===== config.mk =====
export PLATFORM = sky130hd
export DESIGN_NAME = wavhc_parser
export DESIGN_NICKNAME = d
export VERILOG_FILES = /design/src/hw/rtl/wavhc_pkg.sv /design/src/hw/rtl/wavhc_parser.sv
export SDC_FILE = /design/constraint.sdc
export NUM_CORES = 1
export LEC_CHECK = 0
export ABC_AREA = 1
export BUFFER_PORTS_ARGS = -buffer_cell sky130_fd_sc_hd__buf_2
export CORE_AREA = 2 2 118 206
export CTS_CLUSTER_DIAMETER = 80
export DETAILED_ROUTE_END_ITERATION = 7
export DIE_AREA = 0 0 120 208
export PLACE_DENSITY_LB_ADDON = 0.08
export SETUP_SLACK_MARGIN = 0.4
export SKIP_LAST_GASP = 1
export SLEW_MARGIN = 0
export SYNTH_ARGS = -nofsm -noshare
export SYNTH_HDL_FRONTEND = slang
export SYNTH_SLANG_ARGS = --single-unit

===== constraint.sdc =====
create_clock -name clock -period 2.94 [get_ports clock]
set_input_delay 0.441 -clock clock [delete_from_list [all_inputs] [get_ports clock]]
set_output_delay 0.441 -clock clock [all_outputs]
set_load 0.05 [all_outputs]

===== src/hw/rtl/wavhc_pkg.sv =====
// Shared types and constants for the WAV header checker.
package wavhc_pkg;

   localparam int DataWidth = 8;
   localparam int RspWidth  = 120;

   localparam logic [31:0] TAG_RIFF     = 32'h4646_4952;
   localparam logic [31:0] TAG_WAVE     = 32'h4556_4157;
   localparam logic [31:0] TAG_LIST     = 32'h5453_494C;
   localparam logic [31:0] TAG_DATA     = 32'h6174_6164;
   localparam logic [31:0] PCM_FMT_SIZE = 32'd16;
   localparam logic [31:0] PCM_FORMAT   = 32'd1;

   localparam logic [31:0] RESET_RATE     = 32'd44100;
   localparam logic [15:0] RESET_CHANNELS = 16'd1;
   localparam logic [15:0] RESET_BITS     = 16'd16;

   localparam logic [1:0] CSR_RATE     = 2'd0;
   localparam logic [1:0] CSR_CHANNELS = 2'd1;
   localparam logic [1:0] CSR_BITS     = 2'd2;

   localparam logic [3:0] ST_OK         = 4'd0;
   localparam logic [3:0] ST_BAD_RIFF   = 4'd1;
   localparam logic [3:0] ST_BAD_WAVE   = 4'd2;
   localparam logic [3:0] ST_FMT_SIZE   = 4'd3;
   localparam logic [3:0] ST_COMPRESSED = 4'd4;
   localparam logic [3:0] ST_CHANNELS   = 4'd5;
   localparam logic [3:0] ST_RATE       = 4'd6;
   localparam logic [3:0] ST_BITS       = 4'd7;
   localparam logic [3:0] ST_NO_DATA    = 4'd8;

   typedef enum logic [3:0] {
      PH_RIFF, PH_RIFFSIZE, PH_WAVE, PH_FMTTAG, PH_FMTSIZE, PH_FORMAT,
      PH_CHANNELS, PH_RATE, PH_BYTERATE, PH_ALIGN, PH_BITS, PH_TAG,
      PH_LISTSIZE, PH_SKIP, PH_DATASIZE, PH_TAG2
   } phase_type;

   typedef struct packed {
      logic [31:0] rate;
      logic [15:0] channels;
      logic [15:0] bits;
   } cfg_type;

   typedef struct packed {
      logic [31:0] header_length;
      logic [15:0] block_align;
      logic [31:0] byte_rate;
      logic [31:0] data_size;
      logic [3:0]  status;
   } result_type;

endpackage


===== src/hw/rtl/wavhc_parser.sv =====
// Header parse state and the per-byte field decode and checks.
module wavhc_parser (
   input  logic                        clock,
   input  logic                        reset,
   input  logic                        step_en,
   input  logic [7:0]                  byte_val,
   input  logic                        file_start,
   input  wavhc_pkg::cfg_type          cfg,
   output logic                        emit,
   output wavhc_pkg::result_type       result
);

   wavhc_pkg::phase_type phase_ff, phase_in, ph;
   logic [1:0]  bif_ff, bif_in, bif;
   logic [23:0] shift_ff, shift_in, shf;
   logic [31:0] skip_ff, skip_in, skip;
   logic [31:0] seen_ff, seen_in, seen;
   logic [31:0] brate_ff, brate_in, brate;
   logic [15:0] align_ff, align_in, align;
   logic        fin_ff, fin_in, fin;
   logic [31:0] word;
   logic        short_field;
   logic        last;

   always_comb begin
      ph    = file_start ? wavhc_pkg::PH_RIFF : phase_ff;
      bif   = file_start ? 2'd0 : bif_ff;
      shf   = file_start ? 24'd0 : shift_ff;
      skip  = file_start ? 32'd0 : skip_ff;
      seen  = file_start ? 32'd0 : seen_ff;
      brate = file_start ? 32'd0 : brate_ff;
      align = file_start ? 16'd0 : align_ff;
      fin   = file_start ? 1'b0 : fin_ff;

      word = {8'd0, shf} | ({24'd0, byte_val} << {bif, 3'b000});
      short_field = (ph == wavhc_pkg::PH_FORMAT) || (ph == wavhc_pkg::PH_CHANNELS) ||
                    (ph == wavhc_pkg::PH_ALIGN) || (ph == wavhc_pkg::PH_BITS);
      last = (bif == 2'd3) || (short_field && bif != 2'd0);

      phase_in = ph;
      bif_in   = bif;
      shift_in = shf;
      skip_in  = skip;
      seen_in  = seen;
      brate_in = brate;
      align_in = align;
      fin_in   = fin;
      emit     = 1'b0;
      result.status    = wavhc_pkg::ST_OK;
      result.data_size = 32'd0;

      if (!fin) begin
         seen_in = (seen == 32'hFFFF_FFFF) ? seen : seen + 32'd1;
         if (ph == wavhc_pkg::PH_SKIP) begin
            skip_in = skip - 32'd1;
            if (skip == 32'd1) phase_in = wavhc_pkg::PH_TAG2;
         end else if (!last) begin
            shift_in = word[23:0];
            bif_in   = bif + 2'd1;
         end else begin
            shift_in = 24'd0;
            bif_in   = 2'd0;
            case (ph)
               wavhc_pkg::PH_RIFF: begin
                  if (word != wavhc_pkg::TAG_RIFF) begin
                     emit = 1'b1;
                     result.status = wavhc_pkg::ST_BAD_RIFF;
                  end else phase_in = wavhc_pkg::PH_RIFFSIZE;
               end
               wavhc_pkg::PH_RIFFSIZE: phase_in = wavhc_pkg::PH_WAVE;
               wavhc_pkg::PH_WAVE: begin
                  if (word != wavhc_pkg::TAG_WAVE) begin
                     emit = 1'b1;
                     result.status = wavhc_pkg::ST_BAD_WAVE;
                  end else phase_in = wavhc_pkg::PH_FMTTAG;
               end
               wavhc_pkg::PH_FMTTAG: phase_in = wavhc_pkg::PH_FMTSIZE;
               wavhc_pkg::PH_FMTSIZE: begin
                  if (word != wavhc_pkg::PCM_FMT_SIZE) begin
                     emit = 1'b1;
                     result.status = wavhc_pkg::ST_FMT_SIZE;
                  end else phase_in = wavhc_pkg::PH_FORMAT;
               end
               wavhc_pkg::PH_FORMAT: begin
                  if (word != wavhc_pkg::PCM_FORMAT) begin
                     emit = 1'b1;
                     result.status = wavhc_pkg::ST_COMPRESSED;
                  end else phase_in = wavhc_pkg::PH_CHANNELS;
               end
               wavhc_pkg::PH_CHANNELS: begin
                  if (word != {16'd0, cfg.channels}) begin
                     emit = 1'b1;
                     result.status = wavhc_pkg::ST_CHANNELS;
                  end else phase_in = wavhc_pkg::PH_RATE;
               end
               wavhc_pkg::PH_RATE: begin
                  if (word != cfg.rate) begin
                     emit = 1'b1;
                     result.status = wavhc_pkg::ST_RATE;
                  end else phase_in = wavhc_pkg::PH_BYTERATE;
               end
               wavhc_pkg::PH_BYTERATE: begin
                  brate_in = word;
                  phase_in = wavhc_pkg::PH_ALIGN;
               end
               wavhc_pkg::PH_ALIGN: begin
                  align_in = word[15:0];
                  phase_in = wavhc_pkg::PH_BITS;
               end
               wavhc_pkg::PH_BITS: begin
                  if (word != {16'd0, cfg.bits}) begin
                     emit = 1'b1;
                     result.status = wavhc_pkg::ST_BITS;
                  end else phase_in = wavhc_pkg::PH_TAG;
               end
               wavhc_pkg::PH_TAG: begin
                  if (word == wavhc_pkg::TAG_LIST) phase_in = wavhc_pkg::PH_LISTSIZE;
                  else if (word == wavhc_pkg::TAG_DATA) phase_in = wavhc_pkg::PH_DATASIZE;
                  else begin
                     emit = 1'b1;
                     result.status = wavhc_pkg::ST_NO_DATA;
                  end
               end
               wavhc_pkg::PH_LISTSIZE: begin
                  skip_in  = word;
                  phase_in = (word == 32'd0) ? wavhc_pkg::PH_TAG2 : wavhc_pkg::PH_SKIP;
               end
               wavhc_pkg::PH_TAG2: begin
                  if (word != wavhc_pkg::TAG_DATA) begin
                     emit = 1'b1;
                     result.status = wavhc_pkg::ST_NO_DATA;
                  end else phase_in = wavhc_pkg::PH_DATASIZE;
               end
               wavhc_pkg::PH_DATASIZE: begin
                  emit = 1'b1;
                  result.data_size = word;
               end
               default: ;
            endcase
            if (emit) fin_in = 1'b1;
         end
      end

      result.byte_rate     = brate;
      result.block_align   = align;
      result.header_length = seen_in;
   end

   always_ff @(posedge clock) begin
      if (reset) begin
         phase_ff <= wavhc_pkg::PH_RIFF;
         bif_ff   <= 2'd0;
         shift_ff <= 24'd0;
         skip_ff  <= 32'd0;
         seen_ff  <= 32'd0;
         brate_ff <= 32'd0;
         align_ff <= 16'd0;
         fin_ff   <= 1'b0;
      end else if (step_en) begin
         phase_ff <= phase_in;
         bif_ff   <= bif_in;
         shift_ff <= shift_in;
         skip_ff  <= skip_in;
         seen_ff  <= seen_in;
         brate_ff <= brate_in;
         align_ff <= align_in;
         fin_ff   <= fin_in;
      end
   end

endmodule


==> results.ini, run 1 <==
[status]
status=stopped before the end
lastStage=global routing
error_line=[ERROR GRT-0232] Routing congestion too high. Check the congestion heatmap in the GUI.

[yosys]
synthTopCellsByCount=nand2_1 (567), inv_1 (290), nor2_1 (266)
synth-edff-count=0
synth_fp_nets=2269
async_flop_share=0
synth_cell_types=46
yosysMostFrequentCell=nand2_1
ys_warn_count=0
ys_ff_latch=143
syn-mean-instance-area_um2=5.58
synth_area_mm2=0.0122
synth_area_leaders=dfxtp_1 (23%), nand2_1 (17%), a21oi_1 (9.5%)
synth_top_cell_area_share=0.234
synth_flop_cell=dfxtp_1
yosysTopAreaCell=dfxtp_1
syn-instance-count=2189
yosysSeqAreaShare=0.234

[clocking]
root_buffer=clkbuf_16
cts_buffer_depth=2
hold_buffers=0
cts_num_sinks=143
h-tree-depth=4
numCtsBuffers=17

[sta]
worst-ep-kind=top-level output
worst_endpoint=result[92]

[grt]
grt_usage=0.839
grt_max_degree=113
grt.overflow.total=516

[floorplan]
die_h_um=208
rows=74
start_util=0.526
io_pins=193
dieWidth_um=120

[place]
placed_cells=2970
io_buffers=192
place_congestion=1.09
dpl.hpwl_um=44500

-- metrics by stage --
step                setup slack [ns]  instance area [µm²]
floorplan                    -0.0749                12900
global placement              -0.740                17000
detailed placement            -0.718                17000
CTS                           -0.289                19100
-- logic make-up after synthesis --
logic type | synth area share
and+or+nand+nor | 0.382
adders and majority gates | 0.00409
xor gates and xnor gates | 0.0265
DFF | 0.234
buffers and inverters | 0.132
AOI/OAI and AO/OA | 0.221
-- per-layer routing --
metal / track usage / overflow
met1: 0.799 / 0
met2: 1.02 / 344
met3: 0.691 / 5
met4: 0.908 / 167
met5: 0.238 / 0
-- timing repair --
| action | in CTS |
|---|---|
| pin swaps | 62 |
| setup endpoints to repair | 98 |
| gates resized for setup | 300 |
| cloned | 4 |
| buffers inserted | 44 |
==> inputs of run 2 (changes only) <==
CORE_AREA = 2 2 178 180   (was 2 2 118 206)
CTS_CLUSTER_DIAMETER = not set   (was 80)
DIE_AREA = 0 0 180 182   (was 0 0 120 208)
PLACE_DENSITY_LB_ADDON = 0.15   (was 0.08)
SETUP_SLACK_MARGIN = not set   (was 0.4)
clock period = 3.8 ns   (was 2.94 ns; I/O delays follow)
==> run 2 against run 1 <==
The run now ends clean. Synthesized cell count unchanged. Synthesized area unchanged.
==> results.ini, run 2 <==
[yosys]
ys_ff_latch=143  ; unchanged
synth_flop_cell=dfxtp_1  ; unchanged
yosysMostFrequentCell=nand2_1  ; unchanged
synth_fp_nets=2269  ; unchanged
yosysTopAreaCell=dfxtp_1  ; unchanged
synth-edff-count=0  ; unchanged
ys_warn_count=0  ; unchanged
synth_area_leaders=dfxtp_1 (23%), nand2_1 (17%), a21oi_1 (9.5%)  ; unchanged
synth_area_mm2=0.0122  ; unchanged
syn-instance-count=2189  ; unchanged
syn-mean-instance-area_um2=5.58  ; unchanged
async_flop_share=0  ; unchanged
yosysSeqAreaShare=0.234  ; unchanged
synthTopCellsByCount=nand2_1 (567), inv_1 (290), nor2_1 (266)  ; unchanged
synth_top_cell_area_share=0.234  ; unchanged
synth_cell_types=46  ; unchanged

[place]
placed_area_mm2=0.0140  ; was 0.0170 mm²
dpl.hpwl_um=37500  ; was 44500 µm
io_buffers=192  ; unchanged
place_congestion=1.05  ; was 1.09
placed_cells=2767  ; was 2970
dpl_worst_slack_ns=0.149  ; was -0.718 ns

[grt]
grt_max_degree=180
grt_usage=0.300
antenna_found_initial=1
grt_pass1_vias=13366
grt_pass1_wl_um=77400
grt.overflow.total=0

[sta]
finalCritPeriodShare=0.951
post-route-min-period_ns=3.61
drv_slew=0
final_hold_viol_count=0
fmax_mhz=277
rsz0062_at_grt=true
setup_ws_ns=0.186
slew_headroom=0.406
worst_slew_pin_slew_ns=0.890
clock_skew_ns=0.0121
holdWs_ns=0.463
setup_viol=0
finalSetupTns_ns=0

[clocking]
clk_latency_ns=0.44
cts_num_sinks=143  ; unchanged
numCtsBuffers=17  ; unchanged
h-tree-depth=4  ; unchanged
cts.clk_slew.worst_paths_ns=0.06
root_buffer=clkbuf_16  ; unchanged
cts_buffer_depth=2  ; unchanged
cts_tree=built

[critical_path]
cp_slowest_cell=nor2_1
cp_cell_sequence=buf_2, inv_4, buf_16, nand2_1, inv_1, nor2_1, nand2_1, nor2_1, nand2_1, nor2_1, nand3_1, nand3_1, inv_1, nor2_1, nand3_1, nand2_1, nor2_1, buf_2
crit_arrival_ns=3.04
cp_max_fo=27
cp-end-kind=primary output
crit_path_frequent_cell=nor2_1
crit_required_ns=3.23
path_class=in -> out
max_stage_delay_ns=0.37
start_kind=input pin

[finish]
top_regs=brate_ff (32), seen_ff (32), skip_ff (32)
utilization=0.477
final_common_cell=nand2_1
design_area_mm2=0.0148
diodes=0
finalNonFillerCells=2803
nets=2468
final_layout_size_suffix_gt1_frac=0.170
layout_common_cells=nand2_1 (558), inv_1 (290), nor2_1 (260)
areaGrowthSynthToFinish_pct=20.8

[floorplan]
start_util=0.394  ; was 0.526
dieWidth_um=180  ; was 120 µm
die_h_um=182  ; was 208 µm
io_pins=193  ; unchanged
dieArea_mm2=0.0328
rows=65  ; was 74
core_mm2=0.0310

[status]
status=complete, no violations  ; was stopped before the end

[pwr]
power_leakage_nw=7.55
worst_ir_drop_vdd_uv=306
report.power.total_mw=4.45
power.density_mw_per_mm2=301

[route]
ant_nets=0
routed_via_density=5.42
drc_errors=0
first_pass_iters=6
wl_per_cell_um=18.1
drt_iter0_drc=1535
routed_wl_um=50900
vias=15179

[min_path]
hold_class=reg -> reg

[job]
cap_violations=0

[run 2: cell counts after synthesis]
No cell type changed its count.
[run 2: power breakdown]
group          total (mW)  leakage [nW]  switching, mW  internal (mW)
clock network        1.81         0.291          0.769           1.04
logic                1.04          6.09          0.723          0.315
registers            1.60          1.17         0.0383           1.56
total                4.45          7.55           1.53           2.92
[run 2: final timing paths]
| path | startpoint | end | slack, ns | cells past startpoint |
|---|---|---|---|---|
| setup / recovery | file_start | emit | 0.19 | 18 |
| hold reg to reg | align_ff[10] | align_ff[10] | 0.46 | 2 |
| hold / removal | align_ff[10] | align_ff[10] | 0.46 | 2 |
| setup reg to reg | phase_ff[0] | brate_ff[0] | 0.92 | 14 |
[run 2: layout make-up]
| cell class | instances | area, µm² |
|---|---|---|
| clock buffers | 17 | 425 |
| clock inverters | 15 | 184 |
| fillers | 3378 | 16200 |
| inverters | 302 | 1140 |
| multi-input cells | 1639 | 7820 |
| flip-flops and latches | 143 | 2860 |
| well taps | 402 | 503 |
| repair buffers | 285 | 1830 |
[run 2: worst max-delay path: cells and delay by family]
| kind | cells | cell delay (ns) |
|---|---|---|
| simple gates | 12 | 1.70 |
| buf+inv | 6 | 0.78 |
[run 2: cell families after synthesis]
logic type	after synthesis	synth area share
AND/OR/NAND/NOR	1082	0.382
XOR/XNOR	37	0.0265
adder cells (fa/ha/maj)	4	0.00409
buffers and inverters	407	0.132
flip-flops	143	0.234
AO/OA/AOI/OAI	516	0.221
[run 2: per-layer routing]
metal | vias up | GRT usage | wire, µm
met3 | 106 | 0.0505 | 4450
met2 | 696 | 0.463 | 22200
met1 | 6913 | 0.420 | 22400
met4 | 0 | 0.106 | 1720
li1 | 7464 | - | -
met5 | - | 0 | 0
[run 2: what timing repair did]
item                       4_1_cts  5_1_grt
setup endpoints to repair        3        9
setup buffers                    0        3
gates cloned                     0        1
pin swaps                        0        1
hold buffers                     0        0
gates resized for setup          1       25
(Power assumes the default switching activity.)
